===== src/rtl/core/sbrp_pkg.sv =====
// Package for the STUN binding response parser.
// Types, status codes and protocol constants shared by the engine and the top level.
package sbrp_pkg;

    localparam int unsigned POS_W   = 16;
    localparam int unsigned END_W   = 17;
    localparam int unsigned CAP_W   = 48;
    localparam int unsigned TXID_W  = 96;
    localparam int unsigned CFG_W   = 64;

    localparam logic [15:0] HDR_BYTES        = 16'd20;
    localparam logic [15:0] BINDING_RESPONSE = 16'h0101;
    localparam logic [15:0] ATTR_XOR_MAPPED  = 16'h0020;
    localparam logic [15:0] ATTR_MAPPED      = 16'h0001;
    localparam logic [7:0]  FAMILY_IPV4      = 8'h01;
    localparam logic [31:0] COOKIE           = 32'h2112A442;
    localparam logic [15:0] COOKIE_HIGH      = 16'h2112;
    localparam logic [CAP_W-1:0] COOKIE_MASK = {COOKIE_HIGH, COOKIE};

    localparam logic OP_ARM  = 1'b0;
    localparam logic OP_BYTE = 1'b1;

    localparam logic CFG_TXID_UPPER = 1'b0;
    localparam logic CFG_TXID_LOWER = 1'b1;

    typedef enum logic [2:0] {
        STAT_FOUND       = 3'd0,
        STAT_SHORT       = 3'd1,
        STAT_NOT_BINDING = 3'd2,
        STAT_BAD_COOKIE  = 3'd3,
        STAT_TXID        = 3'd4,
        STAT_NO_ADDR     = 3'd5
    } status_t;

    localparam status_t VERDICT_NONE = STAT_FOUND;

    typedef struct packed {
        logic       op;
        logic [7:0] data;
        logic       last;
    } sbrp_item_t;

    typedef struct packed {
        logic        was_xor;
        logic [15:0] port;
        logic [31:0] ip;
        status_t     status;
    } sbrp_result_t;

endpackage


===== src/rtl/core/stun_binding_response_parser.sv =====
// STUN binding response parser: input register, parse engine, output register.
// Results are registered in the output register; throughput: one item per cycle while m_tready allows.
// The input register refills in the same cycle it drains, so only m_tready stalls the path.
// Reset (aresetn low, synchronous) clears pending, datagram state, both item valid flags
// and the transaction id registers.
// Depends on sbrp_pkg and sbrp_engine.
module stun_binding_response_parser #(
    parameter int unsigned MAX_DGRAM_BYTES = 2048
) (
    input  logic                          aclk,
    input  logic                          aresetn,
    input  logic                          s_tvalid,
    output logic                          s_tready,
    input  logic [7:0]                    s_tdata,   // [7:0] data_byte
    input  logic [0:0]                    s_tuser,   // [0] operation
    input  logic                          s_tlast,
    output logic                          m_tvalid,
    input  logic                          m_tready,
    output logic [55:0]                   m_tdata,   // [2:0] status, [34:3] mapped_ip,
                                                     // [50:35] mapped_port, [51] was_xor
    input  logic                          cfg_wr_en,
    input  logic                          cfg_addr,
    input  logic [sbrp_pkg::CFG_W-1:0]    cfg_wdata
);
    import sbrp_pkg::*;

    logic [31:0]   txid_upper_reg;
    logic [63:0]   txid_lower_reg;
    logic          in_valid_reg,  in_valid_next;
    sbrp_item_t    in_item_reg;
    logic          out_valid_reg, out_valid_next;
    sbrp_result_t  out_res_reg;
    logic          out_free;
    logic          fire;
    logic          eng_valid;
    sbrp_result_t  eng_res;

    assign out_free = !out_valid_reg || m_tready;
    assign fire     = in_valid_reg && out_free;
    assign s_tready = !in_valid_reg || out_free;

    always_comb begin
        in_valid_next = in_valid_reg;
        if (s_tvalid && s_tready) begin
            in_valid_next = 1'b1;
        end else if (fire) begin
            in_valid_next = 1'b0;
        end
        out_valid_next = out_valid_reg;
        if (fire && eng_valid) begin
            out_valid_next = 1'b1;
        end else if (m_tready) begin
            out_valid_next = 1'b0;
        end
    end

    always_ff @(posedge aclk) begin
        if (!aresetn) begin
            in_valid_reg   <= 1'b0;
            out_valid_reg  <= 1'b0;
            txid_upper_reg <= '0;
            txid_lower_reg <= '0;
        end else begin
            in_valid_reg  <= in_valid_next;
            out_valid_reg <= out_valid_next;
            if (cfg_wr_en) begin
                unique case (cfg_addr)
                    CFG_TXID_UPPER: txid_upper_reg <= cfg_wdata[31:0];
                    CFG_TXID_LOWER: txid_lower_reg <= cfg_wdata;
                endcase
            end
        end
    end

    always_ff @(posedge aclk) begin
        if (s_tvalid && s_tready) begin
            in_item_reg <= '{op: s_tuser[0], data: s_tdata, last: s_tlast};
        end
        if (fire && eng_valid) begin
            out_res_reg <= eng_res;
        end
    end

    sbrp_engine #(
        .MAX_DGRAM_BYTES(MAX_DGRAM_BYTES)
    ) u_engine (
        .aclk      (aclk),
        .aresetn   (aresetn),
        .item_valid(fire),
        .item      (in_item_reg),
        .txid      ({txid_upper_reg, txid_lower_reg}),
        .res_valid (eng_valid),
        .res       (eng_res)
    );

    assign m_tvalid = out_valid_reg;
    assign m_tdata  = {4'b0000, out_res_reg.was_xor, out_res_reg.port,
                       out_res_reg.ip, out_res_reg.status};

endmodule


===== src/rtl/core/sbrp_engine.sv =====
// Per-item parse engine: datagram state registers and the single-pass update logic.
// Depends on sbrp_pkg.
module sbrp_engine #(
    parameter int unsigned MAX_DGRAM_BYTES = 2048
) (
    input  logic                          aclk,
    input  logic                          aresetn,
    input  logic                          item_valid,
    input  sbrp_pkg::sbrp_item_t          item,
    input  logic [sbrp_pkg::TXID_W-1:0]   txid,
    output logic                          res_valid,
    output sbrp_pkg::sbrp_result_t        res
);
    import sbrp_pkg::*;

    localparam logic [POS_W-1:0] MAX_POS = POS_W'(MAX_DGRAM_BYTES);

    logic              pending_reg,  pending_next;
    logic [POS_W-1:0]  pos_reg,      pos_next;
    logic [END_W-1:0]  attr_end_reg, attr_end_next;
    logic [31:0]       shift_reg,    shift_next;
    logic [15:0]       kind_reg,     kind_next;
    logic [15:0]       alen_reg,     alen_next;
    logic [POS_W-1:0]  voff_reg,     voff_next;
    logic [CAP_W-1:0]  cap_reg,      cap_next;
    status_t           verdict_reg,  verdict_next;
    logic              found_reg,    found_next;

    logic [POS_W-1:0]  p;
    logic [POS_W-1:0]  pos_after;
    logic [POS_W-1:0]  vi;
    logic [7:0]        b;
    logic [31:0]       shift_new;
    logic [3:0]        tx_idx;
    logic [7:0]        exp_byte;
    logic [17:0]       total;
    logic [1:0]        pad;
    logic              stop;
    status_t           status;

    always_comb begin
        pending_next  = pending_reg;
        pos_next      = pos_reg;
        attr_end_next = attr_end_reg;
        shift_next    = shift_reg;
        kind_next     = kind_reg;
        alen_next     = alen_reg;
        voff_next     = voff_reg;
        cap_next      = cap_reg;
        verdict_next  = verdict_reg;
        found_next    = found_reg;
        res_valid     = 1'b0;
        res           = '0;
        p             = pos_reg;
        pos_after     = pos_reg;
        vi            = voff_reg - POS_W'(4);
        b             = item.data;
        shift_new     = {shift_reg[23:0], item.data};
        tx_idx        = 4'(pos_reg - POS_W'(8));
        exp_byte      = 8'(txid >> {4'd11 - tx_idx, 3'b000});
        total         = '0;
        pad           = '0;
        stop          = 1'b0;
        status        = STAT_NO_ADDR;

        if (item_valid) begin
            if (item.op == OP_ARM) begin
                pending_next = 1'b1;
            end else begin
                if (pos_reg < MAX_POS) begin
                    if (p < HDR_BYTES) begin
                        shift_next = shift_new;
                        if (p == POS_W'(1) && shift_new[15:0] != BINDING_RESPONSE &&
                            verdict_next == VERDICT_NONE) begin
                            verdict_next = STAT_NOT_BINDING;
                        end
                        if (p == POS_W'(3)) begin
                            attr_end_next = END_W'(HDR_BYTES) + {1'b0, shift_new[15:0]};
                        end
                        if (p == POS_W'(7) && shift_new != COOKIE &&
                            verdict_next == VERDICT_NONE) begin
                            verdict_next = STAT_BAD_COOKIE;
                        end
                        if (p >= POS_W'(8) && exp_byte != b && verdict_next == VERDICT_NONE) begin
                            verdict_next = STAT_TXID;
                        end
                        if (p == POS_W'(19)) begin
                            if (!pending_reg && verdict_next == VERDICT_NONE) begin
                                verdict_next = STAT_TXID;
                            end
                            if (verdict_next != VERDICT_NONE) begin
                                attr_end_next = '0;
                            end
                        end
                    end else if (!found_reg && {1'b0, p} < attr_end_reg) begin
                        if (voff_reg < POS_W'(4)) begin
                            unique case (voff_reg[1:0])
                                2'd0: kind_next = {b, 8'h00};
                                2'd1: kind_next = {kind_reg[15:8], b};
                                2'd2: alen_next = {b, 8'h00};
                                2'd3: begin
                                    alen_next = {alen_reg[15:8], b};
                                    if ({2'b00, p} + 18'd1 + {2'b00, alen_next} >
                                        {1'b0, attr_end_reg}) begin
                                        attr_end_next = '0;
                                        stop          = 1'b1;
                                    end
                                end
                            endcase
                        end else if (vi < alen_reg) begin
                            if (vi == POS_W'(1) && b != FAMILY_IPV4) begin
                                kind_next = '0;
                            end
                            if (vi >= POS_W'(2) && vi <= POS_W'(7)) begin
                                cap_next = {cap_reg[CAP_W-9:0], b};
                            end
                            if ({1'b0, vi} + 17'd1 == {1'b0, alen_reg} && alen_reg >= 16'd8 &&
                                (kind_next == ATTR_XOR_MAPPED || kind_next == ATTR_MAPPED)) begin
                                if (kind_next == ATTR_XOR_MAPPED) begin
                                    cap_next = cap_next ^ COOKIE_MASK;
                                end
                                found_next   = 1'b1;
                                pending_next = 1'b0;
                                stop         = 1'b1;
                            end
                        end
                        if (!stop) begin
                            pad   = 2'(~alen_next[1:0] + 2'd1);
                            total = 18'd4 + {2'b00, alen_next} + {16'b0, pad};
                            voff_next = ({2'b00, voff_reg} + 18'd1 >= total) ?
                                        '0 : voff_reg + POS_W'(1);
                        end
                    end
                    pos_after = p + POS_W'(1);
                end
                pos_next = pos_after;

                if (item.last) begin
                    if (pos_after < HDR_BYTES) begin
                        status = STAT_SHORT;
                    end else if (verdict_next != VERDICT_NONE) begin
                        status = verdict_next;
                    end else if (found_next) begin
                        status = STAT_FOUND;
                    end else begin
                        status = STAT_NO_ADDR;
                    end
                    res_valid  = 1'b1;
                    res.status = status;
                    if (status == STAT_FOUND) begin
                        res.ip      = cap_next[31:0];
                        res.port    = cap_next[47:32];
                        res.was_xor = (kind_next == ATTR_XOR_MAPPED);
                    end
                    pos_next      = '0;
                    attr_end_next = '0;
                    shift_next    = '0;
                    kind_next     = '0;
                    alen_next     = '0;
                    voff_next     = '0;
                    cap_next      = '0;
                    verdict_next  = VERDICT_NONE;
                    found_next    = 1'b0;
                end
            end
        end
    end

    always_ff @(posedge aclk) begin
        if (!aresetn) begin
            pending_reg  <= 1'b0;
            pos_reg      <= '0;
            attr_end_reg <= '0;
            shift_reg    <= '0;
            kind_reg     <= '0;
            alen_reg     <= '0;
            voff_reg     <= '0;
            cap_reg      <= '0;
            verdict_reg  <= VERDICT_NONE;
            found_reg    <= 1'b0;
        end else begin
            pending_reg  <= pending_next;
            pos_reg      <= pos_next;
            attr_end_reg <= attr_end_next;
            shift_reg    <= shift_next;
            kind_reg     <= kind_next;
            alen_reg     <= alen_next;
            voff_reg     <= voff_next;
            cap_reg      <= cap_next;
            verdict_reg  <= verdict_next;
            found_reg    <= found_next;
        end
    end

    a_found_no_verdict: assert property (@(posedge aclk) disable iff (!aresetn)
        found_reg |-> verdict_reg == VERDICT_NONE)
        else $error("address found in a datagram with a header fault");

    a_find_clears_pending: assert property (@(posedge aclk) disable iff (!aresetn)
        $rose(found_reg) |-> !pending_reg)
        else $error("request still pending after an address was found");

    a_pos_bounded: assert property (@(posedge aclk) disable iff (!aresetn)
        pos_reg <= MAX_POS)
        else $error("byte position ran past the datagram limit");

    a_result_on_last: assert property (@(posedge aclk) disable iff (!aresetn)
        res_valid |-> item_valid && item.op == OP_BYTE && item.last)
        else $error("result raised without a final datagram byte");

endmodule


===== config.mk =====
export PLATFORM = sky130hd
export DESIGN_NAME = stun_binding_response_parser
export DESIGN_NICKNAME = d
export VERILOG_FILES = /design/src/rtl/core/sbrp_pkg.sv /design/src/rtl/core/stun_binding_response_parser.sv /design/src/rtl/core/sbrp_engine.sv
export SDC_FILE = /design/constraint.sdc
export NUM_CORES = 1
export LEC_CHECK = 0
export ABC_AREA = 0
export CAP_MARGIN = 20
export CELL_PAD_IN_SITES_DETAIL_PLACEMENT = 0
export CELL_PAD_IN_SITES_GLOBAL_PLACEMENT = 1
export CORE_ASPECT_RATIO = 0.8
export CORE_MARGIN = 1
export CORE_UTILIZATION = 31
export CTS_CLUSTER_DIAMETER = 50
export CTS_CLUSTER_SIZE = 16
export DETAILED_ROUTE_END_ITERATION = 16
export DONT_BUFFER_PORTS = 1
export PLACE_DENSITY_LB_ADDON = 0.3
export SETUP_SLACK_MARGIN = 0.4
export SLEW_MARGIN = 40
export SYNTH_ARGS = -nofsm -noshare
export SYNTH_HDL_FRONTEND = slang
export SYNTH_SLANG_ARGS = --single-unit

===== constraint.sdc =====
create_clock -name aclk -period 6.2 [get_ports aclk]
set_input_delay 0.31 -clock aclk [delete_from_list [all_inputs] [get_ports aclk]]
set_output_delay 0.31 -clock aclk [all_outputs]
set_load 0.01 [all_outputs]

# ---- After elaboration in Yosys (flattened, before gate mapping)
# Index checks and enable logic that the tools add are counted.
dict set report totals {
  ff_bits 318
  latchBits 0
  ram_bits 0
  mem_bits_ro 0
  in_bits 80
  out_inout_bits 58
  word_cells 256
  mem_count 0
}
dict set report classes {
  add_sub_neg 13
  mul 0
  n_div 0
  order_cmp 12
  n_eq_ne 24
  shifts 1
  n_mux 133
  bitwise_logic 3
  reduce_logical 49
}
# cell count
set op_table {}
lappend op_table {{48-bit two-way mux} 14}
lappend op_table {{16-bit two-way mux} 36}
lappend op_table {{17-bit two-way mux} 10}
lappend op_table {{3-bit two-way mux} 33}
lappend op_table {{96-bit by 7-bit right shift with 8-bit output} 1}
lappend op_table {{46-bit two-way mux} 2}
lappend op_table {{24-bit two-way mux} 3}
lappend op_table {{16-bit one-hot mux with 2 select lines} 2}
lappend op_table {{16-bit by 1-bit adder with 17-bit output (second input constant)} 3}
lappend op_table {{16-bit by 1-bit equality test with 1-bit output (second input constant)} 3}
lappend op_table {{1-bit two-way mux} 33}
lappend op_table {{16-bit by 1-bit adder with 16-bit output (second input constant)} 2}
lappend op_table {{16-bit by 6-bit equality test with 1-bit output (second input constant)} 2}
lappend op_table {{16-bit by 4-bit >= comparator with 1-bit output (second input constant)} 2}
lappend op_table {{16-bit by 5-bit less-than comparator with 1-bit output (second input constant)} 2}
lappend op_table {{32-bit by 30-bit != test with 1-bit output (second input constant)} 1}
lappend op_table {{18-bit by 16-bit adder with 18-bit output} 1}
lappend op_table {{18-bit by 2-bit adder with 18-bit output} 1}
lappend op_table {{18-bit >= comparator} 1}
lappend op_table {{18-bit by 17-bit greater-than comparator with 1-bit output} 1}
lappend op_table {{3-bit nonzero test} 6}
lappend op_table {{3-bit by 16-bit adder with 17-bit output (first input constant)} 1}
lappend op_table {{5-bit by 16-bit adder with 17-bit output (first input constant)} 1}
lappend op_table {{17-bit by 16-bit equality test with 1-bit output} 1}
lappend op_table {{35 further kinds} 73}

# ---- Longest topological paths before layout
# Gate-level depths: netlist of the first run.
dict set report logic_depth {
  depth_word 43
  depth_mapped 30
}

# ---- By module
# From an unflattened synthesis of the first run, not the netlist that was laid out.
dict set report unflattened {
  hier_cells 2088
  area_unflattened_um2 18257.5
}
# mod instances cells_each area_per_inst_um2
set modules_own_cells {}
lappend modules_own_cells {sbrp_engine 1 1617 12624.6}
lappend modules_own_cells {stun_binding_response_parser 1 471 5632.9}

# ---- Worst setup path before layout of the first run
# OpenSTA, ideal clock, no wires.
dict set report synth_path {
  path_type {flip-flop to flip-flop}
  from {register u_engine.pos_reg[0], in the netlist u_engine.p[0]}
  to {register u_engine.attr_end_reg[16]}
  setup_ns 0.071
  t_arrival_ns 5.552
  path_slack_ns 0.577
  stages_incl_launch_ff 27
  path_buffers 3
  period_less_slack_ns 5.623
  path_cell_list {dfxtp_1 > buf_1 > clkbuf_1 > inv_1 > ha_1 > ha_1 > a21o_1 > a21oi_1 > o21ai_0 > a2111oi_0 > nor3_1 > a21bo_2 > a21o_1 > a21o_1 > a31oi_1 > xnor2_1 > ha_1 > nand2_1 > nor2_1 > nand2_1 > o211ai_1 > a31oi_1 > a21oi_1 > o21ai_0 > a21boi_1 > clkbuf_1 > o2bb2ai_1}
}
dict set report synth_between {
  elab_chain_len 36
  word_cells_on_any_way 60
}
# item line_no
set synth_lines {}
lappend synth_lines {{start, declared} sbrp_engine.sv:19} ;# logic [POS_W-1:0] pos_reg, pos_next;
lappend synth_lines {{start signal, assigned} sbrp_engine.sv:183} ;# pos_reg <= pos_next;
lappend synth_lines {{branches (longest 36 deep; another with 4-bit subtractor)} n/a}
lappend synth_lines {{end signal, assigned} sbrp_engine.sv:184} ;# attr_end_reg <= attr_end_next;
lappend synth_lines {{end, declared} sbrp_engine.sv:20} ;# logic [END_W-1:0] attr_end_reg, attr_end_next;
# Parallel ways; which one is timed is not known. The select of a mux whose other input is x is not followed.
# A chain may end at the register's enable or synchronous reset.

# ---- Worst setup path after layout of the first run
dict set report layout_path {
  from {register u_engine.pos_reg[1], in the netlist u_engine.p[1]}
  to {register u_engine.attr_end_reg[4]}
}
# The elaborated chain is that of the path after synthesis.

==> results of run 1 <==
[layer usage]
layer / routed length, um / up-vias
li1: - / 8161
met1: 31900 / 8241
met2: 26700 / 436
met3: 3670 / 87
met4: 1180 / 0
met5: 0 / -
[kinds of logic after synthesis]
| group | share of synthesized area [%] |
|---|---|
| simple gates | 21.1 |
| compound gates | 22.2 |
| flops | 35.9 |
| buf+inv | 5.10 |
| xor+xnor | 5.25 |
| fa+ha+maj | 6.65 |
| mux | 3.80 |
| other cells | 0.0192 |
[worst max-delay path by stage]
stage | startpoint | endpoint | slack (ns) | cells after the start
after floorplan | u_engine.p[0] | u_engine.attr_end_reg[16] | 0.58 | 26
after global placement | u_engine.voff_reg[2] | u_engine.voff_reg[13] | 0.42 | 27
after detailed placement | u_engine.voff_reg[11] | u_engine.voff_reg[10] | 0.35 | 24
after CTS | u_engine.p[1] | u_engine.attr_end_reg[8] | 0.44 | 20
after global routing | u_engine.p[1] | u_engine.attr_end_reg[4] | 0.42 | 21
final | u_engine.p[1] | u_engine.attr_end_reg[4] | 0.77 | 21
[metrics by stage]
stage          setup WS [ns]  instance area, um2  instances
6_report               0.773               22900       3145
5_1_grt                0.425               22900       3145
4_1_cts                0.442               22800       3141
3_5_place_dp           0.353               20400       2986
3_3_place_gp           0.422               20400       2985
2_1_floorplan          0.577               19500       2248
[cells in the final DEF (no fill, tap or decap), drive strengths merged, types with 12 or more instances in the layout]
cell and instances:
inv 98, ha 102, edfxtp 62, nand2 370, nand3 53, xor2 32
a21oi 99, buf 72, mux2i 20, dlygate4sd3 77, nor3 37, nor2 63
and2 24, a31oi 20, xnor2 77, clkbuf 47, or3 15, o211ai 12
o21ai 81, a21o 43, nand4 55, dfxtp 256, and3 29, o22ai 14
o2bb2ai 29, mux4 24, a22oi 71, nor4 24, nor2b 74, nand2b 22
a21boi 133
[final cells by class]
cell class / count / area share, %
Sequential cell: 318 / 30.6
Inverter: 85 / 1.40
Multi-Input combinational cell: 1687 / 51.0
Clock inverter: 29 / 1.79
Tap cell: 830 / 4.54
Clock buffer: 47 / 4.67
Timing Repair Buffer: 149 / 6.07
[power by group through the flow]
stage	clock [mW]	sequential (mW)	combinational, mW
3_5_place_dp	0	2.23	0.216
2_1_floorplan	0	2.21	0.164
4_1_cts	2.67	2.18	0.285
6_report	2.60	2.18	0.284
5_1_grt	2.76	2.19	0.310
3_3_place_gp	0	2.23	0.213
[timing repair]
item	4_1_cts	5_1_grt
pin swaps	0	2
setup buffers	0	4
hold buffers	79	0
endpoints found under the setup margin	7	33
gates resized for setup	3	15
cloned	0	0
endpoints found under the hold margin	182	0
==> results.toml, run 1 <==
[sta]
period_minus_slack_ns = 5.43
achievable-frequency_ghz = 0.184
slew_violations = 0
finalHoldWorstSlack_ns = 0.0646
final.setup_skew_ns = 0.0352
setup_total_negative_slack_ns = 0
slew_worst_pin_ns = 0.861
timing.final.setup_violations = 0
hold_violations_final = 0
timing.max_slew.rel_slack_pct = 42.2
final.period_utilization_pct = 87.5
setup_repair_after_global_routing_missed_its_margin = "no"

[synth]
synth_common_cells = "nand2_1 (370), dfxtp_1 (256), a21boi_0 (131), clkbuf_1 (117), ha_1 (102)"
synth_area_leaders = "dfxtp_1 (26%), edfxtp_1 (9.6%), nand2_1 (7.1%)"
synthCells = 2245
synthFlopType = "dfxtp_1"
post_synth.cell_area_avg_um2 = 8.68
ys.warnings.count = 0
synth_most_common_cell = "nand2_1"
synthDominantAreaCellType = "dfxtp_1"
async_reset_ff_share_pct = 0
synth_sequential_area_ratio_pct = 35.9
synth_seq_cells = 318
mappedNetlistArea_um2 = 19500
count_of_flip_flops_with_a_built_in_enable_after_synthesis = 62
post-synth-top-area-fraction_pct = 26.3
synth_cell_types = 97

[setup_path]
timing.critical_path.slowest_stage_cell = "or4b_2"
cp_data_required_time_ns = 6.69
cp-end-kind = "flip-flop"
cp_data_arrival_time_ns = 5.92
critical_path.top_delay_family = "simple AND/OR/NAND/NOR gates"
regToRegEndpoint = "u_engine.attr_end_reg[4]"
path_max_fanout = 17
cp-start-kind = "flip-flop"
critical-path-max-stage-delay_ns = 0.61
critPathKind = "flip-flop to flip-flop"
worstReg2RegStart = "u_engine.p[1]"
reg2regPathDepth = 21
path_cells = "ha_1 -> and4_1 -> and3_1 -> and3_1 -> xor2_1 -> ha_1 -> and4_1 -> o21ai_0 -> a21oi_1 -> o21a_1 -> or4b_2 -> nand3_1 -> ha_1 -> nor2b_1 -> o21ai_0 -> a31oi_1 -> a21oi_2 -> o21ai_1 -> a21boi_1 -> buf_4 -> o2bb2ai_1"
worst-r2r-setup-slack_ns = 0.77
critical_path.most_common_cell = "ha_1"
critical_path.n_buffers_inverters = 1

[drt]
detail_route.vias_per_cell = 5.38
initialDrtViolationCount = 1553
route.detailed.wl_per_inst_um = 20.2
detail_route.first_pass.iterations = 5
detail-route-antenna-nets = 0
vias = 16900
drt_drc_violations_left = 0
route.final.wire_length_um = 63400

[cts]
clkSinkCount = 318
cts_buffers = 41
clock_tree.root_cell = "clkbuf_16"
cts_tree = "built"
worst_skew_pair.late_latency_ns = 0.58
cts_htree_levels = 2
clock_path_buffers = 3
clkTransAtPathRegs_ns = 0.06

[cells_and_area]
antennaDiodeCount = 0
drive_gt1_share_pct = 10.4
total_area_of_multi_input_combinational_cells_um2 = 11700
largest_register_ff_count = 64
filler_cell_count = 6351
final_nets = 2465
post-route-util_pct = 37.1
area.growth.synth_to_final_pct = 17.3
layout.area.seq_um2 = 6990

[global_route]
gr-usage-met3_pct = 3.67
met2_usage_grt_pct = 29.0
antenna_found_initial = 1
grt_start_max_net_pins = 134
global_route.overflow_total = 0
grt_util_met1_pct = 29.5
global_route.peak_usage_layer = "met1"
grt_pass1_vias = 16400
grt_pass1_wl_um = 98400
grt_usage_pct = 19.8

[power]
p_per_area_nw_per_um2 = 222
total_power_after_layout_mw = 5.07
int_pwr_mw = 3.81
power_leakage_nw = 8.06
power.share.clock_pct = 51.4
combinationalPowerShare_pct = 5.6
power.share.switching_pct = 24.9
netSwitchingPower_mw = 1.26
p_seq_share_pct = 43.0
peakVddDrop_mv = 0.224

[hold_path]
hp-start = "m_tready"
min_path_cells = 2
worstHoldPathType = "input pin to flip-flop"
min_to = "in_valid_reg"

[place]
gpl.final_weighted_congestion = 0.856
dp_hpwl_um = 44800
count_of_input_and_output_buffers = 0

[floorplan]
die_width_um = 282
fp.dieArea_um2 = 63900
core_region_area_um2 = 61600
initial_utilization_pct = 31.6
row_count = 81
top_level_ports = 138
die-height_um = 226

[outcome]
status = "complete, no violations"

[run]
cap_violations = 0
Power figures use the tool's default switching activity.
==> run 2: changes to the inputs <==
- PLACE_DENSITY: not set -> 0.52
- PLACE_DENSITY_LB_ADDON: 0.3 -> not set
- SKIP_LAST_GASP: not set -> 1
==> results.toml, run 2 (synthesis results as in run 1) <==
[cts]
cts_htree_levels = 2
cts_buffers = 41
clkTransAtPathRegs_ns = 0.07
worst_skew_pair.late_latency_ns = 0.60
cts_setup_buffers = 0
clock_tree.root_cell = "clkbuf_16"
clkSinkCount = 318
cts_tree = "built"
clock_path_buffers = 3

[hold_path]
worstHoldPathType = "input pin to flip-flop"
hp-start = "m_tready"

[global_route]
antenna_found_initial = 4
grt_pass1_vias = 16300
grt_usage_pct = 22.4
grt_pass1_wl_um = 107000
grt_start_max_net_pins = 201
global_route.overflow_total = 0

[cells_and_area]
final_common_cell = "nand2_1"
mostFrequentLayoutCells = "nand2_1 (367), dfxtp_1 (253), a21boi_0 (130), ha_1 (101), dlygate4sd3_1 (85)"
area.growth.synth_to_final_pct = 18.2
area_of_all_placed_cells_without_fillers_um2 = 23000
largest_register_ff_count = 64
final_nets = 2481
drive_gt1_share_pct = 11.0

[drt]
route.detailed.wl_per_inst_um = 22.6
detail_route.vias_per_cell = 5.43
drt_drc_violations_left = 0
detail-route-antenna-nets = 0
vias = 17200
initialDrtViolationCount = 1382
route.final.wire_length_um = 71600
detail_route.first_pass.iterations = 5

[place]
gpl.final_weighted_congestion = 0.900
count_of_input_and_output_buffers = 0
dp_hpwl_um = 51700
postPlaceCellArea_um2 = 20500

[setup_path]
path_max_fanout = 17
critical-path-max-stage-delay_ns = 0.61
startpoint = "u_engine.p[0]"
cp-start-kind = "flip-flop"
critical_path.top_delay_family = "compound AO/OA/AOI/OAI gates"
cp_data_arrival_time_ns = 6.00
critical_path.n_buffers_inverters = 1
timing.critical_path.slowest_stage_cell = "or4b_2"
critPathKind = "flip-flop to flip-flop"
path_cells = "ha_2 -> and4_1 -> and3_1 -> xor2_1 -> ha_1 -> a21o_1 -> a21o_1 -> a21oi_1 -> a21oi_1 -> o21a_1 -> or4b_2 -> nand3_1 -> ha_1 -> nor2b_1 -> o21ai_0 -> a31oi_1 -> a21oi_4 -> o21ai_0 -> a21boi_1 -> buf_4 -> o2bb2ai_1"
worstReg2RegStart = "u_engine.p[0]"
cp_data_required_time_ns = 6.73
cp-end-kind = "flip-flop"

[floorplan]
initial_utilization_pct = 31.6
die-height_um = 226
die_width_um = 282
top_level_ports = 138
fp.dieArea_um2 = 63900
core_region_area_um2 = 61600
row_count = 81

[sta]
period_minus_slack_ns = 5.47
final.setup_skew_ns = 0.0296
timing.final.setup_violations = 0
hold_violations_final = 0
achievable-frequency_ghz = 0.183
timing.max_slew.rel_slack_pct = 42.4
setup_repair_after_global_routing_missed_its_margin = "no"
final.period_utilization_pct = 88.3
setup_total_negative_slack_ns = 0
slew_worst_pin_ns = 0.860
slew_violations = 0

[power]
p_per_area_nw_per_um2 = 224
power_leakage_nw = 8.13
total_power_after_layout_mw = 5.15
peakVddDrop_mv = 0.206

[run]
cap_violations = 0

[outcome]
status = "complete, no violations"
run 2: worst register-to-register path, cell delays in order (launching register included):
cell       delay [ns]
dfxtp_2          0.46
ha_2             0.32
and4_1           0.31
and3_1           0.27
xor2_1           0.16
ha_1             0.31
a21o_1           0.21
a21o_1           0.18
a21oi_1          0.26
a21oi_1          0.14
o21a_1           0.22
or4b_2           0.61
nand3_1          0.13
ha_1             0.25
nor2b_1          0.14
o21ai_0          0.21
a31oi_1          0.20
a21oi_4          0.30
o21ai_0          0.20
a21boi_1         0.16
buf_4            0.24
o2bb2ai_1        0.15
run 2: path summary, 6_finish.rpt:
path / to / slack (ns) / cells after the start
min: in_valid_reg / 0.06 / 2
max reg2reg: u_engine.attr_end_reg[4] / 0.73 / 21
min reg2reg: txid_lower_reg[36] / 0.46 / 2
max: u_engine.attr_end_reg[4] / 0.73 / 21
run 2: power breakdown:
group / internal (mW) / switching (mW)
clock: 1.54 / 1.13
combinational: 0.122 / 0.169
sequential: 2.15 / 0.0409
run 2: final cells by class:
cell class	instances	area, um2
diodes	1	2.50
fillers	6393	38600
clock inverters	30	429
inverters	85	319
flip-flops and latches	318	6990
repair buffers	165	1490
multi-input cells	1687	11700
well taps	830	1040
clock buffers	46	1090
run 2: stage by stage:
step / util (%) / cells / setup WS [ns] / hold WS, ns
after floorplan: - / 2248 / 0.577 / 0.409
after global placement: 33.3 / 2998 / 0.522 / 0.409
after detailed placement: 33.3 / 2998 / 0.273 / 0.409
after CTS: 37.2 / 3160 / 0.412 / 0.0353
after global routing: 37.4 / 3161 / 0.405 / 0.0832
final: 37.4 / 3162 / 0.728 / 0.0588
run 2: routing by layer:
metal  GRT usage (%)  wire (um)  up-vias
met5               0          0        -
li1                -          -     8217
met1            35.9      38200     8478
met3            4.47       4520       57
met4            3.52        827        0
met2            30.2      28000      433
run 2: timing repair:
action | CTS | global route
gates resized for setup | 2 | 18
hold endpoints to repair | 220 | 0
endpoints found under the setup margin | 24 | 33
hold buffers | 86 | 0
